`src/rtl/subtractive_random_generator_macros.svh`:
```
// ----------------------------------------------------------------------------
// Subtractive random generator assertion macros
// Concurrent assertion wrappers that compile away when SYNTHESIS is defined.
// ----------------------------------------------------------------------------
`ifndef SUBTRACTIVE_RANDOM_GENERATOR_MACROS_SVH
`define SUBTRACTIVE_RANDOM_GENERATOR_MACROS_SVH

`ifndef SYNTHESIS

`define SRG_ASSERT_IMP(label, clk, rst, ante, cons) \
   label: assert property (@(posedge clk) disable iff (rst) (ante) |-> (cons)) \
      else $error("same-cycle assertion failed");

`define SRG_ASSERT_NXT(label, clk, rst, ante, cons) \
   label: assert property (@(posedge clk) disable iff (rst) (ante) |=> (cons)) \
      else $error("next-cycle assertion failed");

`else

`define SRG_ASSERT_IMP(label, clk, rst, ante, cons)

`define SRG_ASSERT_NXT(label, clk, rst, ante, cons)

`endif

`endif

```
`src/rtl/srg_pkg.sv`:
```
// ----------------------------------------------------------------------------
// Subtractive random generator package
// Widths, constants, shared types, the modular subtract and the index step.
// ----------------------------------------------------------------------------
package srg_pkg;

   localparam int unsigned TABLE_LEN     = 55;
   localparam int unsigned ADDR_W        = 6;
   localparam int unsigned RAW_W         = 30;
   localparam int unsigned SEED_W        = 24;
   localparam int unsigned LIMIT_W       = 31;
   localparam int unsigned PROD_W        = RAW_W + LIMIT_W;
   localparam int unsigned REQ_DATA_W    = 56;
   localparam int unsigned RSP_DATA_W    = 64;
   localparam int unsigned FILL_STRIDE   = 21;
   localparam int unsigned FILL_STEPS    = 54;
   localparam int unsigned PARTNER_START = 31;
   localparam int unsigned MIX_OFFSET    = 31;
   localparam int unsigned MIX_SPLIT     = TABLE_LEN - MIX_OFFSET;
   localparam int unsigned MIX_PASSES    = 4;
   localparam int unsigned PASS_W        = $clog2(MIX_PASSES);
   localparam int unsigned EST_W         = 32;

   localparam logic [RAW_W-1:0]  MODULUS   = RAW_W'(1000000000);
   localparam logic [SEED_W-1:0] SEED_BASE = SEED_W'(16183398);

   // The top product bits times this reciprocal undershoot the quotient by
   // at most two.
   localparam logic [EST_W-1:0] RECIP_BILLION = EST_W'((64'd1 << PROD_W) / 64'(MODULUS));

   typedef struct packed {
      logic              rd_en;
      logic [ADDR_W-1:0] rd_addr_a;
      logic [ADDR_W-1:0] rd_addr_b;
      logic              wr_en;
      logic [ADDR_W-1:0] wr_addr;
      logic [RAW_W-1:0]  wr_data;
   } ram_req_type;

   typedef struct packed {
      logic               start;
      logic [LIMIT_W-1:0] limit;
      logic [RAW_W-1:0]   raw;
   } scale_req_type;

   typedef struct packed {
      logic               done;
      logic [RAW_W-1:0]   raw;
      logic [LIMIT_W-1:0] scaled;
   } scale_rsp_type;

   function automatic logic [RAW_W-1:0] sub_mod(input logic [RAW_W-1:0] a,
                                                 input logic [RAW_W-1:0] b);
      return (a >= b) ? (a - b) : (a - b + MODULUS);
   endfunction

   function automatic logic [ADDR_W-1:0] step_index(input logic [ADDR_W-1:0] idx);
      return (idx >= ADDR_W'(TABLE_LEN)) ? ADDR_W'(1) : idx + ADDR_W'(1);
   endfunction

endpackage

```
`src/rtl/srg_table_ram.sv`:
```
// ----------------------------------------------------------------------------
// Subtractive random generator lag table
// Two registered read ports and one write port over the 55 table entries.
// ----------------------------------------------------------------------------
module srg_table_ram (
   input  logic                        clock,
   input  srg_pkg::ram_req_type        req,
   output logic [srg_pkg::RAW_W-1:0]   rd_data_a,
   output logic [srg_pkg::RAW_W-1:0]   rd_data_b
);
   import srg_pkg::*;

   logic [RAW_W-1:0] mem_ff [0:TABLE_LEN];
   logic [RAW_W-1:0] rd_a_ff;
   logic [RAW_W-1:0] rd_b_ff;

   always_ff @(posedge clock) begin
      if (req.wr_en) begin
         mem_ff[req.wr_addr] <= req.wr_data;
      end
      if (req.rd_en) begin
         rd_a_ff <= mem_ff[req.rd_addr_a];
         rd_b_ff <= mem_ff[req.rd_addr_b];
      end
   end

   assign rd_data_a = rd_a_ff;
   assign rd_data_b = rd_b_ff;

endmodule

```
`config.mk`:
```
export PLATFORM = sky130hd
export DESIGN_NAME = srg_table_ram
export DESIGN_NICKNAME = d
export VERILOG_FILES = /design/src/rtl/subtractive_random_generator_macros.svh /design/src/rtl/srg_pkg.sv /design/src/rtl/srg_table_ram.sv
export SDC_FILE = /design/constraint.sdc
export NUM_CORES = 2
export LEC_CHECK = 0
export BUFFER_PORTS_ARGS = -buffer_cell sky130_fd_sc_hd__buf_2
export CELL_PAD_IN_SITES_DETAIL_PLACEMENT = 1
export CELL_PAD_IN_SITES_GLOBAL_PLACEMENT = 2
export CORE_ASPECT_RATIO = 1.75
export CORE_MARGIN = 2
export CORE_UTILIZATION = 47
export CTS_BUF_LIST = sky130_fd_sc_hd__clkbuf_8
export CTS_CLUSTER_DIAMETER = 50
export CTS_CLUSTER_SIZE = 12
export DETAILED_ROUTE_END_ITERATION = 8
export PLACE_DENSITY_LB_ADDON = 0.1
export SYNTH_ARGS = -nofsm -noshare
export SYNTH_HDL_FRONTEND = slang
export SYNTH_SLANG_ARGS = --single-unit
```
`constraint.sdc`:
```
create_clock -name clock -period 2.46 [get_ports clock]
set_input_delay 0.246 -clock clock [delete_from_list [all_inputs] [get_ports clock]]
set_output_delay 0.246 -clock clock [all_outputs]
set_load 0.02 [all_outputs]
```
==> metrics <==
r2r startpoint mem_ff[27][8]; Final Critical Period about 2.3 ns; vias in the first global route around 50000; global-route wire length before repair around 410000 um; fin cells 6612; Worst Setup SP rd_data_a[18]; CTS Buffer Depth 4; Reg clk slew, reported paths 0.09 ns; most common cell after layout, fill and taps aside edfxtp_1; Starting DRT DRC Count a little under 6000; RSZ-0062 raised after global routing no; Final Core Density a little over half; layout cells sized above 1 a little under two fifths; max_cap viols 0; Final Skew just under 0.06 ns; ordered list of cells on the worst path buf_2; leakage power between 20 and 30 nW; CTS root buf clkbuf_8; most frequent cells in the layout edfxtp_1, mux4_2, buf_4, mux2i_1, clkbuf_8; Pwr Density 622 nW/um^2; # setup viols final 0; Core ar. 168000 sq um; IO buf count between 100 and 150; total nets after synthesis between 3000 and 4000; Avg Inst Size Synth slightly above 20 sq um; fmax ~430 MHz; post-synthesis sequential area ratio 66.1%; Post-CTS Hold Buffers 26; startpoint class of the critical path flip-flop; CTS Sinks approximately 1700; top_reg_cell synth edfxtp_1; H-tree levels 4; Die X approximately 310 um; post-route setup TNS 0 ns; period utilisation layout 95.0%; I/O Pins ~110; Worst setup endpoint rd_data_a[18]; wire length per cell 44.4 um; total congestion overflow 0; critical path peak fanout 1; Synth cell types 43; Levels on crit path 1; TritonCTS clock tree done; asr flop ratio synth 0%; largest net degree at the start of global routing 57; total die area 172000 sq um; Slowest cell on crit path edfxtp_1; total global routing track utilization around a third; # fillers about 15000; total CTS buffers between 150 and 200; clk_lat worst skew between 0.9 and 1 ns; Reg2Reg Depth 4; Relative slew margins between 20% and 30%; WS Path Type reg2out; crit path capture type primary output; initial core utilization 47.2%; area of the multi-input gates approximately 26000 sq um; Cells after Synth 3873; CTS resizes 0; nets@finish 4414; EDFF count, synth approximately 1700; reg2reg end rd_data_b[8]; final WL ~300000 um; Row Count approximately 200; GPL Wtd Cong ~0.87; initial antenna violation count 32; crit path DAT 2.09 ns; status complete, no violations; CP required about 2.2 ns; Via Count between 40000 and 50000; placed cell count 6371; max-slew violations 0; crit path buf inv count 1; FF-to-FF setup slack 0.34 ns; drt pass-1 iters 5; Post-CTS Setup Bufs 0; Worst VDD drop approximately 450 uV; Worst path top cell family by delay flip-flops; Reg area about 52000 sq um; antenna-violating nets left 0; Fin. Hold Viols 0; Worst-Margin Slew between 1 and 1.5 ns; Syn. warnings 0; Layout Area Growth over Synthesis 13.7%; slowest stage delay, CP between 0.8 and 0.9 ns; worst slack, placed -0.412 ns; Final WS setup 0.123 ns; synthesized cell area around 79000 sq um; HP Class in2reg; Yosys reg bits roughly 1700; detailed placement HPWL approximately 190000 um; Via density 7.10; Die Y 547 um; DRC 0
[cells in the mapped netlist (all sizes together) (2+ instances only)]
cell type | instances | area share [%]
o31ai | 3 | 0.028
or3b | 3 | 0.033
a31oi | 9 | 0.071
or3 | 4 | 0.032
buf | 212 | 1.5
o221ai | 27 | 0.30
o211ai | 6 | 0.057
o22ai | 99 | 0.78
mux4 | 771 | 22
mux2 | 9 | 0.13
nor2 | 70 | 0.33
a21oi | 33 | 0.21
mux2i | 324 | 4.1
o2111ai | 27 | 0.30
and4bb | 2 | 0.032
nand3 | 4 | 0.025
a311oi | 6 | 0.066
edfxtp | 1740 | 66
nor3 | 24 | 0.15
a22o | 33 | 0.37
nand4 | 7 | 0.055
nor2b | 21 | 0.17
clkbuf | 102 | 0.48
a221oi | 30 | 0.33
a32o | 27 | 0.34
o21ai | 3 | 0.019
nand2b | 6 | 0.051
nand3b | 3 | 0.028
a311o | 6 | 0.076
a211oi | 39 | 0.37
and2 | 2 | 0.016
nand2 | 127 | 0.60
and3b | 2 | 0.022
a22oi | 87 | 0.83
[per-layer routing]
layer  vias up  track usage, %  part of all wire [%]
li1      17800               -                     -
met1     25700            42.9                    35
met2      2692            58.4                    51
met3       761            5.70                   8.2
met4        26            17.4                   6.0
met5         -               0                 0.056
[through the flow]
stage	hold WS [ns]	power, W	instance area [sq um]
6_report	0.0433	0.0560	90000
2_1_floorplan	0.345	0.0368	79100
4_1_cts	0.00281	0.0562	89900
3_5_place_dp	0.698	0.0398	87000
3_3_place_gp	0.696	0.0396	87000
5_1_grt	0.0509	0.0573	90000
[worst min-delay path by stage]
| stage | startpoint | to | slack [ns] | cells past startpoint |
|---|---|---|---|---|
| finish | req[19] | mem_ff[54][19] | 0.04 | 1 |
| CTS | req[19] | mem_ff[53][19] | 0.003 | 1 |
| floorplan | req[0] | mem_ff[0][0] | 0.34 | 0 |
| global route | req[47] | rd_data_a[19] | 0.05 | 2 |
| global placement | rd_data_b[12] | rd_data_b[12] | 0.70 | 1 |
| detailed placement | rd_data_b[12] | rd_data_b[12] | 0.70 | 1 |
[layout make-up]
cell class / instances / area share (%)
flip-flops and latches: 1740 / 58.1
multi-input cells: 1818 / 28.6
repair buffers: 627 / 7.28
well taps: 2211 / 3.07
clock buffers: 179 / 2.74
clock inverters: 24 / 0.191
diodes: 12 / 0.0334
inverters: 1 / 0.00695
[kinds of logic after synthesis]
logic type | after synthesis | synth area share, %
mux | 1104 | 26.2
buf+inv | 315 | 2.02
flops | 1740 | 66.1
compound gates | 435 | 4.14
simple gates | 279 | 1.60
[flip-flops by register name, indices dropped and copies added, names as in the netlist]
register	flops
mem_ff	1680
rd_data_a	30
rd_data_b	30
[power by group]
| part | total [W] | switching, W | internal (W) | leakage [nW] |
|---|---|---|---|---|
| clock | 0.0168 | 0.0100 | 0.00677 | 1.40 |
| sequential | 0.0331 | 0.000227 | 0.0329 | 15.7 |
| combinational | 0.00603 | 0.00354 | 0.00250 | 11.7 |
(Power assumes the default switching activity.)
