--- src/rtl/subtractive_random_generator_macros.svh ---
// ----------------------------------------------------------------------------
// Subtractive random generator assertion macros
// Concurrent assertion wrappers that compile away when SYNTHESIS is defined.
// ----------------------------------------------------------------------------
`ifndef SUBTRACTIVE_RANDOM_GENERATOR_MACROS_SVH
`define SUBTRACTIVE_RANDOM_GENERATOR_MACROS_SVH

`ifndef SYNTHESIS

`define SRG_ASSERT_IMP(label, clk, rst, ante, cons) \
   label: assert property (@(posedge clk) disable iff (rst) (ante) |-> (cons)) \
      else $error("same-cycle assertion failed");

`define SRG_ASSERT_NXT(label, clk, rst, ante, cons) \
   label: assert property (@(posedge clk) disable iff (rst) (ante) |=> (cons)) \
      else $error("next-cycle assertion failed");

`else

`define SRG_ASSERT_IMP(label, clk, rst, ante, cons)

`define SRG_ASSERT_NXT(label, clk, rst, ante, cons)

`endif

`endif

--- src/rtl/srg_pkg.sv ---
// ----------------------------------------------------------------------------
// Subtractive random generator package
// Widths, constants, shared types, the modular subtract and the index step.
// ----------------------------------------------------------------------------
package srg_pkg;

   localparam int unsigned TABLE_LEN     = 55;
   localparam int unsigned ADDR_W        = 6;
   localparam int unsigned RAW_W         = 30;
   localparam int unsigned SEED_W        = 24;
   localparam int unsigned LIMIT_W       = 31;
   localparam int unsigned PROD_W        = RAW_W + LIMIT_W;
   localparam int unsigned REQ_DATA_W    = 56;
   localparam int unsigned RSP_DATA_W    = 64;
   localparam int unsigned FILL_STRIDE   = 21;
   localparam int unsigned FILL_STEPS    = 54;
   localparam int unsigned PARTNER_START = 31;
   localparam int unsigned MIX_OFFSET    = 31;
   localparam int unsigned MIX_SPLIT     = TABLE_LEN - MIX_OFFSET;
   localparam int unsigned MIX_PASSES    = 4;
   localparam int unsigned PASS_W        = $clog2(MIX_PASSES);
   localparam int unsigned EST_W         = 32;

   localparam logic [RAW_W-1:0]  MODULUS   = RAW_W'(1000000000);
   localparam logic [SEED_W-1:0] SEED_BASE = SEED_W'(16183398);

   // The top product bits times this reciprocal undershoot the quotient by
   // at most two.
   localparam logic [EST_W-1:0] RECIP_BILLION = EST_W'((64'd1 << PROD_W) / 64'(MODULUS));

   typedef struct packed {
      logic              rd_en;
      logic [ADDR_W-1:0] rd_addr_a;
      logic [ADDR_W-1:0] rd_addr_b;
      logic              wr_en;
      logic [ADDR_W-1:0] wr_addr;
      logic [RAW_W-1:0]  wr_data;
   } ram_req_type;

   typedef struct packed {
      logic               start;
      logic [LIMIT_W-1:0] limit;
      logic [RAW_W-1:0]   raw;
   } scale_req_type;

   typedef struct packed {
      logic               done;
      logic [RAW_W-1:0]   raw;
      logic [LIMIT_W-1:0] scaled;
   } scale_rsp_type;

   function automatic logic [RAW_W-1:0] sub_mod(input logic [RAW_W-1:0] a,
                                                 input logic [RAW_W-1:0] b);
      return (a >= b) ? (a - b) : (a - b + MODULUS);
   endfunction

   function automatic logic [ADDR_W-1:0] step_index(input logic [ADDR_W-1:0] idx);
      return (idx >= ADDR_W'(TABLE_LEN)) ? ADDR_W'(1) : idx + ADDR_W'(1);
   endfunction

endpackage

--- src/rtl/srg_scaler.sv ---
// ----------------------------------------------------------------------------
// Subtractive random generator scaler
// Forms range times raw in one multiply, then divides by one billion through
// a reciprocal estimate, a remainder and one correction step.
// ----------------------------------------------------------------------------
module srg_scaler (
   input  logic                   clock,
   input  logic                   reset,
   input  srg_pkg::scale_req_type req,
   output srg_pkg::scale_rsp_type rsp
);
   import srg_pkg::*;

   localparam logic [2:0] SC_IDLE = 3'd0;
   localparam logic [2:0] SC_MUL  = 3'd1;
   localparam logic [2:0] SC_EST  = 3'd2;
   localparam logic [2:0] SC_REM  = 3'd3;
   localparam logic [2:0] SC_FIX  = 3'd4;
   localparam logic [2:0] SC_DONE = 3'd5;

   localparam logic [EST_W-1:0] MOD_ONCE  = EST_W'(MODULUS);
   localparam logic [EST_W-1:0] MOD_TWICE = MOD_ONCE << 1;

   logic [2:0]           state_ff, state_in;
   logic [RAW_W-1:0]     raw_ff, raw_in;
   logic [LIMIT_W-1:0]   limit_ff, limit_in;
   logic [PROD_W-1:0]    prod_ff, prod_in;
   logic [LIMIT_W-1:0]   quo_ff, quo_in;
   logic [EST_W-1:0]     rem_ff, rem_in;
   logic [PROD_W-1:0]    product;
   logic [2*EST_W-1:0]   estimate;
   logic [EST_W-1:0]     back_product;

   assign product      = PROD_W'(limit_ff) * PROD_W'(raw_ff);
   assign estimate     = (2*EST_W)'(prod_ff[PROD_W-1 -: EST_W]) * (2*EST_W)'(RECIP_BILLION);
   assign back_product = EST_W'(quo_ff) * MOD_ONCE;

   always_comb begin
      state_in = state_ff;
      raw_in   = raw_ff;
      limit_in = limit_ff;
      prod_in  = prod_ff;
      quo_in   = quo_ff;
      rem_in   = rem_ff;
      if (req.start) begin
         raw_in   = req.raw;
         limit_in = req.limit;
         state_in = SC_MUL;
      end else begin
         unique case (state_ff)
            SC_MUL: begin
               prod_in  = product;
               state_in = SC_EST;
            end
            SC_EST: begin
               quo_in   = estimate[EST_W +: LIMIT_W];
               state_in = SC_REM;
            end
            SC_REM: begin
               rem_in   = prod_ff[EST_W-1:0] - back_product;
               state_in = SC_FIX;
            end
            SC_FIX: begin
               priority if (rem_ff >= MOD_TWICE) begin
                  quo_in = quo_ff + LIMIT_W'(2);
               end else if (rem_ff >= MOD_ONCE) begin
                  quo_in = quo_ff + LIMIT_W'(1);
               end else begin
                  quo_in = quo_ff;
               end
               state_in = SC_DONE;
            end
            SC_IDLE, SC_DONE: begin
               state_in = state_ff;
            end
            default: begin
               state_in = SC_IDLE;
            end
         endcase
      end
   end

   always_ff @(posedge clock) begin
      if (reset) begin
         state_ff <= SC_IDLE;
      end else begin
         state_ff <= state_in;
      end
      raw_ff   <= raw_in;
      limit_ff <= limit_in;
      prod_ff  <= prod_in;
      quo_ff   <= quo_in;
      rem_ff   <= rem_in;
   end

   assign rsp.done   = (state_ff == SC_DONE);
   assign rsp.raw    = raw_ff;
   assign rsp.scaled = quo_ff;

endmodule

--- config.mk ---
export PLATFORM = sky130hd
export DESIGN_NAME = srg_scaler
export DESIGN_NICKNAME = d
export VERILOG_FILES = /design/src/rtl/subtractive_random_generator_macros.svh /design/src/rtl/srg_pkg.sv /design/src/rtl/srg_scaler.sv
export SDC_FILE = /design/constraint.sdc
export NUM_CORES = 2
export LEC_CHECK = 0
export CAP_MARGIN = 30
export CORE_MARGIN = 10
export CORE_UTILIZATION = 26
export DETAILED_ROUTE_END_ITERATION = 6
export DONT_BUFFER_PORTS = 1
export GPL_ROUTABILITY_DRIVEN = 1
export HOLD_SLACK_MARGIN = 0.08
export MAX_ROUTING_LAYER = met4
export SLEW_MARGIN = 20
export SYNTH_ARGS = -nofsm -noshare
export SYNTH_HDL_FRONTEND = slang
export SYNTH_SLANG_ARGS = --single-unit
--- constraint.sdc ---
create_clock -name clock -period 7.6 [get_ports clock]
set_clock_uncertainty 0.15 [all_clocks]
set_input_delay 1.52 -clock clock [delete_from_list [all_inputs] [get_ports clock]]
set_output_delay 1.52 -clock clock [all_outputs]
set_load 0.1 [all_outputs]
==> results_dict.tcl <==
set metrics [dict create \
    drt_first_pass_iters 5 \
    ff2ff_setup_slack_ps -150 \
    postLayoutSetupSlackWorst_ps -146 \
    r2r-start "raw_ff[18]" \
    max_freq_mhz 129 \
    crit_required_ps 7720 \
    clk_path_buf_depth 2 \
    rows 169 \
    finalCritPeriodShare_pct 102 \
    crit_slowest_cell "fa_1" \
    fin_nets 8100 \
    grt_usage_pct 13.7 \
    arrival_ps 7870 \
    synth-main-ff-cell "edfxtp_1" \
    place.port_buffers 0 \
    tritoncts "done" \
    setup_viol 11 \
    synth-seq-cells 170 \
    cts.sinks 170 \
    routed_wirelength_um 155000 \
    dp_hpwl_um 135000 \
    final_cells 8900 \
    critical_path_class "reg -> reg" \
    cts_buffers 17 \
    dpl_cell_area_mm2 0.0634 \
    rsz0062_at_grt "true" \
    path_delay_family "adder cells" \
    die_w_um 483 \
    yosysSeqAreaShare_pct 9.10 \
    async_reset_ff_share_pct 0 \
    die_area_mm2 0.234 \
    min_period_ps 7750 \
    grt_overflow 0 \
    first_global_vias 43000 \
    synth_edf_count 167 \
    coreArea_mm2 0.213 \
    h-tree-depth 4 \
    min_path_cells 2 \
    drt_iter0_markers 2182 \
    start_util_pct 26.2 \
    rr_endpoint "prod_ff[59]" \
    die_y_um 483 \
    maxCapViolCount 0 \
    syn_avg_cell_area_um2 9.80 \
    worst_hold_startpoint "state_ff[1]" \
    crit_fanout 4 \
    ioPinCount 126 \
    vias 39200 \
    hold_end "state_ff[1]" \
    gp_congestion 0.898 \
    clk_pin_slew_ps 90 \
    drive_gt1_share_pct 13.2 \
    status "finished with violations" \
    grt_pass1_wl_um 247000 \
    violations "setup timing" \
    max_slew_margin_pct 44.4 \
    clock_latency_ps 540 \
    drv_slew 0 \
    synthCells 5695 \
    final_cell_area_mm2 0.0655 \
    worstMarginPinSlew_ps 833 \
    syn2layout_area_growth_pct 17.5 \
    synthesis.area_mm2 0.0558 \
    cts_root_buffer "clkbuf_16" \
    critPathCaptureType "flop" \
    hold_path_class "reg -> reg" \
    slowest_delay_ps 570 \
    syn-num-nets 7734 \
    hold_viol 0 \
    postRouteAntennaNets 0 \
    grt_max_degree 69 \
    ys_types 73 \
    worst_setup_path_start_kind "flop" \
    crit_path_frequent_cell "fa_1" \
    wl_per_cell_um 17.5 \
    yosys_warnings 0 \
    cp.buffers_inverters 6 \
    antenna_found_initial 16 \
    dp.cells 8806 \
    viasPerCell 4.40 \
    worst_r2r_path_depth 27 \
    drc 0 \
]
registers in the layout, indices dropped and copies added, names as in the netlist:
name,flops
limit_ff,31
prod_ff,52
rem_ff,23
state_ff,3
quo_ff,31
raw_ff,30
cell usage after synthesis (10+ instances only):
cell      count  area, um2
a211oi_1     14        105
nand2b_1     15       93.8
xor2_1       56        490
and3_1       21        131
edfxtp_1    167       5010
xnor2_1     104        911
a21o_1       57        428
nand3_1      27        135
o21a_1       20        150
a21oi_1     118        591
inv_1      1508       5660
o21bai_1     12       90.1
nor3_1       30        150
and2_1      549       3430
nor2b_1      22        138
nand4_1      13       81.3
a31oi_1      10       62.6
o21ai_0      73        365
ha_1        780       9760
or3_1        10       62.6
clkbuf_1    192        721
fa_1       1195      23900
nand2_1     486       1820
nor2_1       95        357
what timing repair did:
| action | 4_1_cts | 5_1_grt |
|---|---|---|
| hold buffers | 0 | 0 |
| resized for setup | 78 | 156 |
| endpoints found under the hold margin | 0 | 0 |
| setup buffers | 24 | 28 |
| cloned | 0 | 5 |
| pin swaps | 62 | 117 |
| endpoints found under the setup margin | 39 | 50 |
cell families (layout without fill, tap and decap cells):
logic type               count (synthesis)  in the layout  share of synthesized area (%)
AO/OA/AOI/OAI                          398            398                           4.77
XOR/XNOR                               160            160                           2.51
adder cells (fa/ha/maj)               1975           1975                           60.4
buffers and inverters                 1704           2083                           11.5
flip-flops                             170            170                           9.10
multiplexers                             2              2                         0.0359
other                                    0              5                              0
AND/OR/NAND/NOR                       1286           1286                           11.7
how the worst max path moves through the flow:
stage | from | to | slack (ps) | cells after the start
floorplan | raw_ff[15] | prod_ff[57] | -230 | 28
global placement | prod_ff[41] | quo_ff[28] | -190 | 28
detailed placement | raw_ff[3] | prod_ff[47] | -300 | 27
CTS | limit_ff[9] | prod_ff[59] | -130 | 27
global route | raw_ff[8] | prod_ff[46] | -360 | 33
finish | raw_ff[18] | prod_ff[59] | -150 | 27
final cells by class:
class | instances | area, um2
inverter | 1508 | 5660
antenna | 5 | 12.5
tap | 2821 | 3530
timing repair buffer | 543 | 5280
sequential | 170 | 5070
clock inverter | 15 | 143
fill | 21900 | 147000
clock buffer | 17 | 425
multi-input combinational | 3821 | 45400
worst min-delay path, stage by stage, from the launching register on:
cell and delay, ps:
dfxtp_1 390, xnor2_1 160, nor4_1 40
placed cells by master (no fill, tap or decap), types with 11 or more instances in the layout:
cell type,n
and2_1,532
nand2_1,478
xnor2_1,97
and2_4,17
clkbuf_16,21
o21ai_2,11
o21bai_1,11
inv_1,1486
ha_4,23
nor2_1,87
and3_1,18
a21o_1,57
fa_2,36
buf_12,49
nand3_1,24
fa_1,1159
o21ai_1,11
a21oi_1,89
o21a_1,20
nor2b_1,20
nand2b_1,15
a21oi_2,27
buf_6,36
ha_1,756
xor2_1,51
buf_16,19
o21ai_0,57
inv_2,21
nand4_1,13
nor3_1,28
buf_4,431
edfxtp_1,167
through the flow:
step                setup TNS [ps]  setup WS, ps  hold slack (ps)  utilization [%]
CTS                           -581          -128              481             30.3
detailed placement           -4800          -304              467             29.8
global placement             -2130          -195              447             29.7
global route                 -6900          -362              525             30.8
finish                        -507          -146              484             30.8
floorplan                    -1470          -228              338                -
per-layer routing:
layer / part of all wire (%) / track usage, %
met1: 46 / 18.5
met2: 46 / 21.9
met3: 5.4 / 1.89
met4: 2.1 / 2.75
met5: 0 / -
Power is not shown: default switching activity piles up to over one toggle a cycle in this logic, so the estimate is an artifact.
