==> config.mk <==
export PLATFORM = sky130hd
export DESIGN_NAME = srg_ctrl
export DESIGN_NICKNAME = d
export VERILOG_FILES = /design/src/rtl/subtractive_random_generator_macros.svh /design/src/rtl/srg_pkg.sv /design/src/rtl/srg_ctrl.sv
export SDC_FILE = /design/constraint.sdc
export NUM_CORES = 1
export LEC_CHECK = 0
export ABC_CLOCK_PERIOD_IN_PS = 11100
export BUFFER_PORTS_ARGS = -buffer_cell sky130_fd_sc_hd__buf_2
export CORE_UTILIZATION = 56
export DETAILED_ROUTE_END_ITERATION = 8
export PLACE_DENSITY = 0.82
export SYNTH_ARGS = -nofsm -noshare
export SYNTH_HDL_FRONTEND = slang
export SYNTH_SLANG_ARGS = --single-unit
==> constraint.sdc <==
create_clock -name clock -period 11.1 [get_ports clock]
set_clock_uncertainty 0.1 [all_clocks]
set_input_delay 2.22 -clock clock [delete_from_list [all_inputs] [get_ports clock]]
set_output_delay 2.22 -clock clock [all_outputs]
set_load 0.05 [all_outputs]
==> src/rtl/subtractive_random_generator_macros.svh <==
// ----------------------------------------------------------------------------
// Subtractive random generator assertion macros
// Concurrent assertion wrappers that compile away when SYNTHESIS is defined.
// ----------------------------------------------------------------------------
`ifndef SUBTRACTIVE_RANDOM_GENERATOR_MACROS_SVH
`define SUBTRACTIVE_RANDOM_GENERATOR_MACROS_SVH

`ifndef SYNTHESIS

`define SRG_ASSERT_IMP(label, clk, rst, ante, cons) \
   label: assert property (@(posedge clk) disable iff (rst) (ante) |-> (cons)) \
      else $error("same-cycle assertion failed");

`define SRG_ASSERT_NXT(label, clk, rst, ante, cons) \
   label: assert property (@(posedge clk) disable iff (rst) (ante) |=> (cons)) \
      else $error("next-cycle assertion failed");

`else

`define SRG_ASSERT_IMP(label, clk, rst, ante, cons)

`define SRG_ASSERT_NXT(label, clk, rst, ante, cons)

`endif

`endif

==> src/rtl/srg_pkg.sv <==
// ----------------------------------------------------------------------------
// Subtractive random generator package
// Widths, constants, shared types, the modular subtract and the index step.
// ----------------------------------------------------------------------------
package srg_pkg;

   localparam int unsigned TABLE_LEN     = 55;
   localparam int unsigned ADDR_W        = 6;
   localparam int unsigned RAW_W         = 30;
   localparam int unsigned SEED_W        = 24;
   localparam int unsigned LIMIT_W       = 31;
   localparam int unsigned PROD_W        = RAW_W + LIMIT_W;
   localparam int unsigned REQ_DATA_W    = 56;
   localparam int unsigned RSP_DATA_W    = 64;
   localparam int unsigned FILL_STRIDE   = 21;
   localparam int unsigned FILL_STEPS    = 54;
   localparam int unsigned PARTNER_START = 31;
   localparam int unsigned MIX_OFFSET    = 31;
   localparam int unsigned MIX_SPLIT     = TABLE_LEN - MIX_OFFSET;
   localparam int unsigned MIX_PASSES    = 4;
   localparam int unsigned PASS_W        = $clog2(MIX_PASSES);
   localparam int unsigned EST_W         = 32;

   localparam logic [RAW_W-1:0]  MODULUS   = RAW_W'(1000000000);
   localparam logic [SEED_W-1:0] SEED_BASE = SEED_W'(16183398);

   // The top product bits times this reciprocal undershoot the quotient by
   // at most two.
   localparam logic [EST_W-1:0] RECIP_BILLION = EST_W'((64'd1 << PROD_W) / 64'(MODULUS));

   typedef struct packed {
      logic              rd_en;
      logic [ADDR_W-1:0] rd_addr_a;
      logic [ADDR_W-1:0] rd_addr_b;
      logic              wr_en;
      logic [ADDR_W-1:0] wr_addr;
      logic [RAW_W-1:0]  wr_data;
   } ram_req_type;

   typedef struct packed {
      logic               start;
      logic [LIMIT_W-1:0] limit;
      logic [RAW_W-1:0]   raw;
   } scale_req_type;

   typedef struct packed {
      logic               done;
      logic [RAW_W-1:0]   raw;
      logic [LIMIT_W-1:0] scaled;
   } scale_rsp_type;

   function automatic logic [RAW_W-1:0] sub_mod(input logic [RAW_W-1:0] a,
                                                 input logic [RAW_W-1:0] b);
      return (a >= b) ? (a - b) : (a - b + MODULUS);
   endfunction

   function automatic logic [ADDR_W-1:0] step_index(input logic [ADDR_W-1:0] idx);
      return (idx >= ADDR_W'(TABLE_LEN)) ? ADDR_W'(1) : idx + ADDR_W'(1);
   endfunction

endpackage

==> src/rtl/srg_ctrl.sv <==
// ----------------------------------------------------------------------------
// Subtractive random generator sequencer
// Runs the table fill, the pipelined mixing passes and the draw
// read-modify-write, and hands each raw value to the scaler.
// ----------------------------------------------------------------------------
module srg_ctrl (
   input  logic                          clock,
   input  logic                          reset,
   input  logic                          req_valid,
   output logic                          req_ready,
   input  logic                          req_action,
   input  logic [srg_pkg::SEED_W-1:0]    req_seed,
   input  logic [srg_pkg::LIMIT_W-1:0]   req_limit,
   input  logic [srg_pkg::RAW_W-1:0]     rd_data_a,
   input  logic [srg_pkg::RAW_W-1:0]     rd_data_b,
   output srg_pkg::ram_req_type          ram_req,
   output srg_pkg::scale_req_type        scale_req,
   input  srg_pkg::scale_rsp_type        scale_rsp,
   input  logic                          out_free,
   output logic                          out_load
);
   import srg_pkg::*;

   localparam logic [2:0] ST_IDLE    = 3'd0;
   localparam logic [2:0] ST_FILL    = 3'd1;
   localparam logic [2:0] ST_MIX     = 3'd2;
   localparam logic [2:0] ST_DRAW_RD = 3'd3;
   localparam logic [2:0] ST_DRAW_WR = 3'd4;
   localparam logic [2:0] ST_SCALE   = 3'd5;

   function automatic logic [ADDR_W-1:0] mix_other(input logic [ADDR_W-1:0] idx);
      return (idx <= ADDR_W'(MIX_SPLIT)) ? idx + ADDR_W'(MIX_OFFSET)
                                         : idx - ADDR_W'(MIX_SPLIT);
   endfunction

   logic [2:0]         state_ff, state_in;
   logic               seeded_ff, seeded_in;
   logic [ADDR_W-1:0]  read_idx_ff, read_idx_in;
   logic [ADDR_W-1:0]  partner_idx_ff, partner_idx_in;
   logic [ADDR_W-1:0]  fill_pos_ff, fill_pos_in;
   logic [ADDR_W-1:0]  fill_cnt_ff, fill_cnt_in;
   logic [ADDR_W-1:0]  mix_idx_ff, mix_idx_in;
   logic [PASS_W-1:0]  mix_pass_ff, mix_pass_in;
   logic               mix_wr_valid_ff, mix_wr_valid_in;
   logic [ADDR_W-1:0]  mix_wr_addr_ff, mix_wr_addr_in;
   logic [RAW_W-1:0]   prev_ff, prev_in;
   logic [RAW_W-1:0]   cur_ff, cur_in;
   logic [LIMIT_W-1:0] limit_ff, limit_in;
   logic               accept;
   logic [SEED_W-1:0]  seed_clamped;
   logic [ADDR_W:0]    fill_sum;
   logic [ADDR_W-1:0]  fill_pos_nx;
   logic [ADDR_W-1:0]  read_idx_nx;
   logic [ADDR_W-1:0]  partner_idx_nx;
   logic [RAW_W-1:0]   rmw_diff;

   assign req_ready      = (state_ff == ST_IDLE);
   assign accept         = req_valid && req_ready;
   assign seed_clamped   = (req_seed > SEED_BASE) ? SEED_BASE : req_seed;
   assign fill_sum       = {1'b0, fill_pos_ff} + (ADDR_W + 1)'(FILL_STRIDE);
   assign fill_pos_nx    = (fill_sum >= (ADDR_W + 1)'(TABLE_LEN))
                           ? ADDR_W'(fill_sum - (ADDR_W + 1)'(TABLE_LEN))
                           : fill_sum[ADDR_W-1:0];
   assign read_idx_nx    = step_index(read_idx_ff);
   assign partner_idx_nx = step_index(partner_idx_ff);
   assign rmw_diff       = sub_mod(rd_data_a, rd_data_b);

   always_comb begin
      state_in        = state_ff;
      seeded_in       = seeded_ff;
      read_idx_in     = read_idx_ff;
      partner_idx_in  = partner_idx_ff;
      fill_pos_in     = fill_pos_ff;
      fill_cnt_in     = fill_cnt_ff;
      mix_idx_in      = mix_idx_ff;
      mix_pass_in     = mix_pass_ff;
      mix_wr_valid_in = 1'b0;
      mix_wr_addr_in  = mix_wr_addr_ff;
      prev_in         = prev_ff;
      cur_in          = cur_ff;
      limit_in        = limit_ff;
      ram_req         = '0;
      scale_req.start = 1'b0;
      scale_req.limit = limit_ff;
      scale_req.raw   = rmw_diff;
      out_load        = 1'b0;

      if (mix_wr_valid_ff) begin
         ram_req.wr_en   = 1'b1;
         ram_req.wr_addr = mix_wr_addr_ff;
         ram_req.wr_data = rmw_diff;
      end

      unique case (state_ff)
         ST_IDLE: begin
            if (accept) begin
               limit_in = req_limit;
               if (req_action || !seeded_ff) begin
                  prev_in     = RAW_W'(SEED_BASE - seed_clamped);
                  cur_in      = RAW_W'(1);
                  fill_pos_in = ADDR_W'(TABLE_LEN);
                  fill_cnt_in = '0;
                  state_in    = ST_FILL;
               end else begin
                  state_in = ST_DRAW_RD;
               end
            end
         end
         ST_FILL: begin
            ram_req.wr_en   = 1'b1;
            ram_req.wr_addr = fill_pos_ff;
            ram_req.wr_data = (fill_cnt_ff == '0) ? prev_ff : cur_ff;
            fill_pos_in     = fill_pos_nx;
            fill_cnt_in     = fill_cnt_ff + ADDR_W'(1);
            if (fill_cnt_ff != '0) begin
               cur_in  = sub_mod(prev_ff, cur_ff);
               prev_in = cur_ff;
            end
            if (fill_cnt_ff == ADDR_W'(FILL_STEPS)) begin
               mix_idx_in  = ADDR_W'(1);
               mix_pass_in = '0;
               state_in    = ST_MIX;
            end
         end
         ST_MIX: begin
            ram_req.rd_en     = 1'b1;
            ram_req.rd_addr_a = mix_idx_ff;
            ram_req.rd_addr_b = mix_other(mix_idx_ff);
            mix_wr_valid_in   = 1'b1;
            mix_wr_addr_in    = mix_idx_ff;
            if (mix_idx_ff == ADDR_W'(TABLE_LEN)) begin
               mix_idx_in  = ADDR_W'(1);
               mix_pass_in = mix_pass_ff + PASS_W'(1);
               if (mix_pass_ff == PASS_W'(MIX_PASSES - 1)) begin
                  read_idx_in    = '0;
                  partner_idx_in = ADDR_W'(PARTNER_START);
                  seeded_in      = 1'b1;
                  state_in       = ST_DRAW_RD;
               end
            end else begin
               mix_idx_in = mix_idx_ff + ADDR_W'(1);
            end
         end
         ST_DRAW_RD: begin
            ram_req.rd_en     = 1'b1;
            ram_req.rd_addr_a = read_idx_nx;
            ram_req.rd_addr_b = partner_idx_nx;
            read_idx_in       = read_idx_nx;
            partner_idx_in    = partner_idx_nx;
            state_in          = ST_DRAW_WR;
         end
         ST_DRAW_WR: begin
            ram_req.wr_en   = 1'b1;
            ram_req.wr_addr = read_idx_ff;
            ram_req.wr_data = rmw_diff;
            scale_req.start = 1'b1;
            state_in        = ST_SCALE;
         end
         ST_SCALE: begin
            if (scale_rsp.done && out_free) begin
               out_load = 1'b1;
               state_in = ST_IDLE;
            end
         end
         default: begin
            state_in = ST_IDLE;
         end
      endcase
   end

   always_ff @(posedge clock) begin
      if (reset) begin
         state_ff        <= ST_IDLE;
         seeded_ff       <= 1'b0;
         read_idx_ff     <= '0;
         partner_idx_ff  <= ADDR_W'(PARTNER_START);
         mix_wr_valid_ff <= 1'b0;
      end else begin
         state_ff        <= state_in;
         seeded_ff       <= seeded_in;
         read_idx_ff     <= read_idx_in;
         partner_idx_ff  <= partner_idx_in;
         mix_wr_valid_ff <= mix_wr_valid_in;
      end
      fill_pos_ff    <= fill_pos_in;
      fill_cnt_ff    <= fill_cnt_in;
      mix_idx_ff     <= mix_idx_in;
      mix_pass_ff    <= mix_pass_in;
      mix_wr_addr_ff <= mix_wr_addr_in;
      prev_ff        <= prev_in;
      cur_ff         <= cur_in;
      limit_ff       <= limit_in;
   end

endmodule
==> results.json <==
{
  "cp_data_arrival_time_ns": 6.35,
  "final_hold_viol_count": 0,
  "cpLargestDelayFamily": "compound AO/OA/AOI/OAI gates",
  "final_common_cell": "buf_2",
  "place_inst": 1912,
  "synthSimpleGateAreaFrac_pct": 18.5,
  "grt_max_degree": 65,
  "end_kind": "primary output",
  "routed-via-count": 11883,
  "muxShareOfSynthArea_pct": 3.63,
  "holdBufCountCts": 0,
  "rsz0062_at_grt": "false",
  "worstSetupPathType": "in2out",
  "crit_required_ns": 8.78,
  "grt_pass1_vias": 11147,
  "core_area_mm2": 0.0212,
  "avgSynthCellArea_um2": 8.38,
  "tns_ns": 0,
  "regArea_mm2": 0.00385,
  "worstRegToRegCells": 12,
  "dieWidth_um": 150,
  "multi_input_area_mm2": 0.00770,
  "synth_xor_area_share_pct": 7.37,
  "synthToLayoutAreaGrowth_pct": 15.9,
  "synthArstFlopShare_pct": 0,
  "critPathBufInv": 4,
  "worstHoldPathType": "reg2reg",
  "setup_viol": 0,
  "whs_path_depth": 2,
  "ys_ff_latch": 134,
  "hold_path_end": "seeded_ff",
  "synth-compound-area-share_pct": 25.0,
  "vdd_drop_max_v": 0.000317,
  "relSlewSlack_pct": 43.2,
  "synth.distinct_cells": 87,
  "cts_root_buf": "clkbuf_16",
  "slew_viol_final": 0,
  "port-buffer-count": 234,
  "worstPathCellList": "buf_2 -> inv_1 -> ha_1 -> inv_1 -> fa_1 -> a21o_1 -> a311o_1 -> a21oi_1 -> xnor2_1 -> ha_1 -> nor2b_1 -> mux2i_1 -> a311oi_1 -> o211ai_1 -> a211oi_1 -> xnor2_1 -> o22ai_1 -> buf_2",
  "fmax_mhz": 115,
  "drv_cap": 0,
  "leakage_nw": 6.21,
  "cp_slowest_cell": "a311oi_1",
  "cp_max_fo": 6,
  "fp.dieH_um": 150,
  "wl_per_cell_um": 17.7,
  "final_antenna_net_count": 0,
  "fill_cells": 1737,
  "path_clk_slew_ns": 0.06,
  "cp-start-kind": "input pin",
  "synth_seq_area_share_pct": 31.5,
  "num-nets-final": 1917,
  "finalCritPeriodShare_pct": 78.1,
  "htreeDepth": 4,
  "wl_um": 34400,
  "final_util_pct": 66.8,
  "yosys_warnings": 0,
  "synth_top_family_by_area": "compound AO/OA/AOI/OAI gates",
  "start_util_pct": 57.7,
  "cts_tree": "built",
  "die-area_mm2": 0.0224,
  "rr_startpoint": "cur_ff[0]",
  "final.min_clock_period_ns": 8.67,
  "drtIter0Drc": 739,
  "synth-edff-count": 117,
  "cts_buffer_depth": 2,
  "min_from": "seeded_ff",
  "cts_buffers": 17,
  "antenna_found_initial": 4,
  "clock-sinks": 134,
  "final_area_mm2": 0.0142,
  "grt_pass1_wl_um": 54200,
  "place_area_mm2": 0.0136,
  "grt_usage_pct": 30.5,
  "dpl.hpwl_um": 26500,
  "clk_latency_ns": 0.42,
  "regToRegSetupSlack_ns": 6.80,
  "core.rowCount": 53,
  "p_per_area_mw_per_mm2": 368,
  "final_cell_mix": "234 x buf_2, 130 x nor2_1, 118 x inv_1",
  "drive_above_1_share_pct": 18.4,
  "place.gp.congestion": 0.947,
  "drc": 0,
  "postCtsSetupBuffers": 0,
  "synth.cell_area_mm2": 0.0122,
  "r2r-end": "cur_ff[28]",
  "synth_nets": 1721,
  "status": "completed",
  "ys.flop_type": "edfxtp_1",
  "globalRouteOverflowTotal": 0,
  "p_total_mw": 5.21,
  "io_pins": 296,
  "netlist_instances": 1460,
  "tightest_slew_ns": 0.852,
  "final_cells": 1947,
  "synth_adder_area_share_pct": 8.20,
  "vias_per_cell": 6.10,
  "cts.repair.resized": 0,
  "dr.pass1.iters": 5,
  "cpPeakStageDelay_ns": 0.55
}
## routing by layer
layer / up-vias / GRT usage [%] / share of wire (%)
li1: 5769 / - / -
met1: 5496 / 37.7 / 41
met2: 551 / 52.9 / 48
met3: 67 / 5.30 / 8.1
met4: 0 / 11.4 / 2.5
met5: - / 0 / 0
## worst min-delay path, delay by kind of cell (launching register included)
kind	cells	cell delay, ns
flip-flops	1	0.33
AND/OR/NAND/NOR	1	0.08
AO/OA/AOI/OAI	1	0.04
## cells in the mapped netlist (5+ instances only)
library cell	number	area, um^2
nor2_1	130	488
nor2b_1	17	106
mux2i_1	41	410
buf_2	6	30.0
a211oi_1	18	135
a31oi_1	16	100
o22ai_1	26	163
dfxtp_1	17	340
or2_2	10	62.6
xor2_1	48	420
o21ai_1	5	25.0
o21ai_0	84	420
a311oi_1	9	78.8
a21o_1	39	293
o21bai_1	6	45.0
a222oi_1	6	60.1
or3_1	17	106
clkbuf_1	58	218
a21oi_1	114	571
a211o_1	7	61.3
o21a_1	13	97.6
xnor2_1	55	482
and3_1	20	125
nand2b_1	35	219
o211a_1	5	50.1
nand4_1	24	150
nand3_1	33	165
edfxtp_1	117	3510
o31ai_1	13	97.6
nor3_1	27	135
inv_1	118	443
nand2_1	109	409
o211ai_1	18	135
and2_1	17	106
ha_1	77	963
o31a_1	7	61.3
## registers in the layout (all words and copies together), names as in the netlist
signal,count
cur_ff,30
fill_cnt_ff,6
fill_pos_ff,6
limit_ff,31
mix_idx_ff,6
mix_pass_ff,2
mix_wr_addr_ff,6
mix_wr_valid_ff,1
partner_idx_ff,6
prev_ff,30
read_idx_ff,6
seeded_ff,1
state_ff,3
## report_power, final
group | leakage [nW] | internal (mW) | switching [mW]
Clock | 0.274 | 0.350 | 0.223
Combinational | 4.67 | 1.22 | 2.45
Sequential | 1.27 | 0.844 | 0.131
Total | 6.21 | 2.41 | 2.80
## cell families (layout without fill, tap and decap cells)
| family | count (synthesis) | count (layout) |
|---|---|---|
| AOI/OAI and AO/OA | 452 | 452 |
| xor gates and xnor gates | 103 | 103 |
| and+or+nand+nor | 463 | 463 |
| muxes | 44 | 44 |
| adders and majority gates | 79 | 79 |
| DFF | 134 | 134 |
| other | 0 | 4 |
| buffers and inverters | 185 | 393 |
## layout make-up
type / count / area share (%)
Clock buffer: 17 / 3.00
Multi-Input combinational cell: 1141 / 54.3
Antenna cell: 4 / 0.0706
Inverter: 118 / 3.12
Timing Repair Buffer: 244 / 8.79
Clock inverter: 14 / 1.12
Tap cell: 275 / 2.43
Sequential cell: 134 / 27.2
## metrics by stage
step	hold slack, ns	worst slack (ns)
2_1_floorplan	0.329	2.15
3_3_place_gp	0.342	2.60
3_5_place_dp	0.369	2.48
4_1_cts	0.391	2.47
5_1_grt	0.438	2.10
6_report	0.395	2.43
## worst max-delay path by stage
stage | cells after the start | endpoint | startpoint
3_5_place_dp | 18 | ram_req[29] | rd_data_a[0]
4_1_cts | 18 | ram_req[29] | rd_data_a[0]
6_report | 18 | ram_req[29] | rd_data_a[0]
3_3_place_gp | 18 | ram_req[29] | rd_data_a[0]
2_1_floorplan | 3 | cur_ff[0] | req_valid
5_1_grt | 18 | ram_req[25] | rd_data_a[0]
No activity file was read; power rests on OpenSTA's default activity.
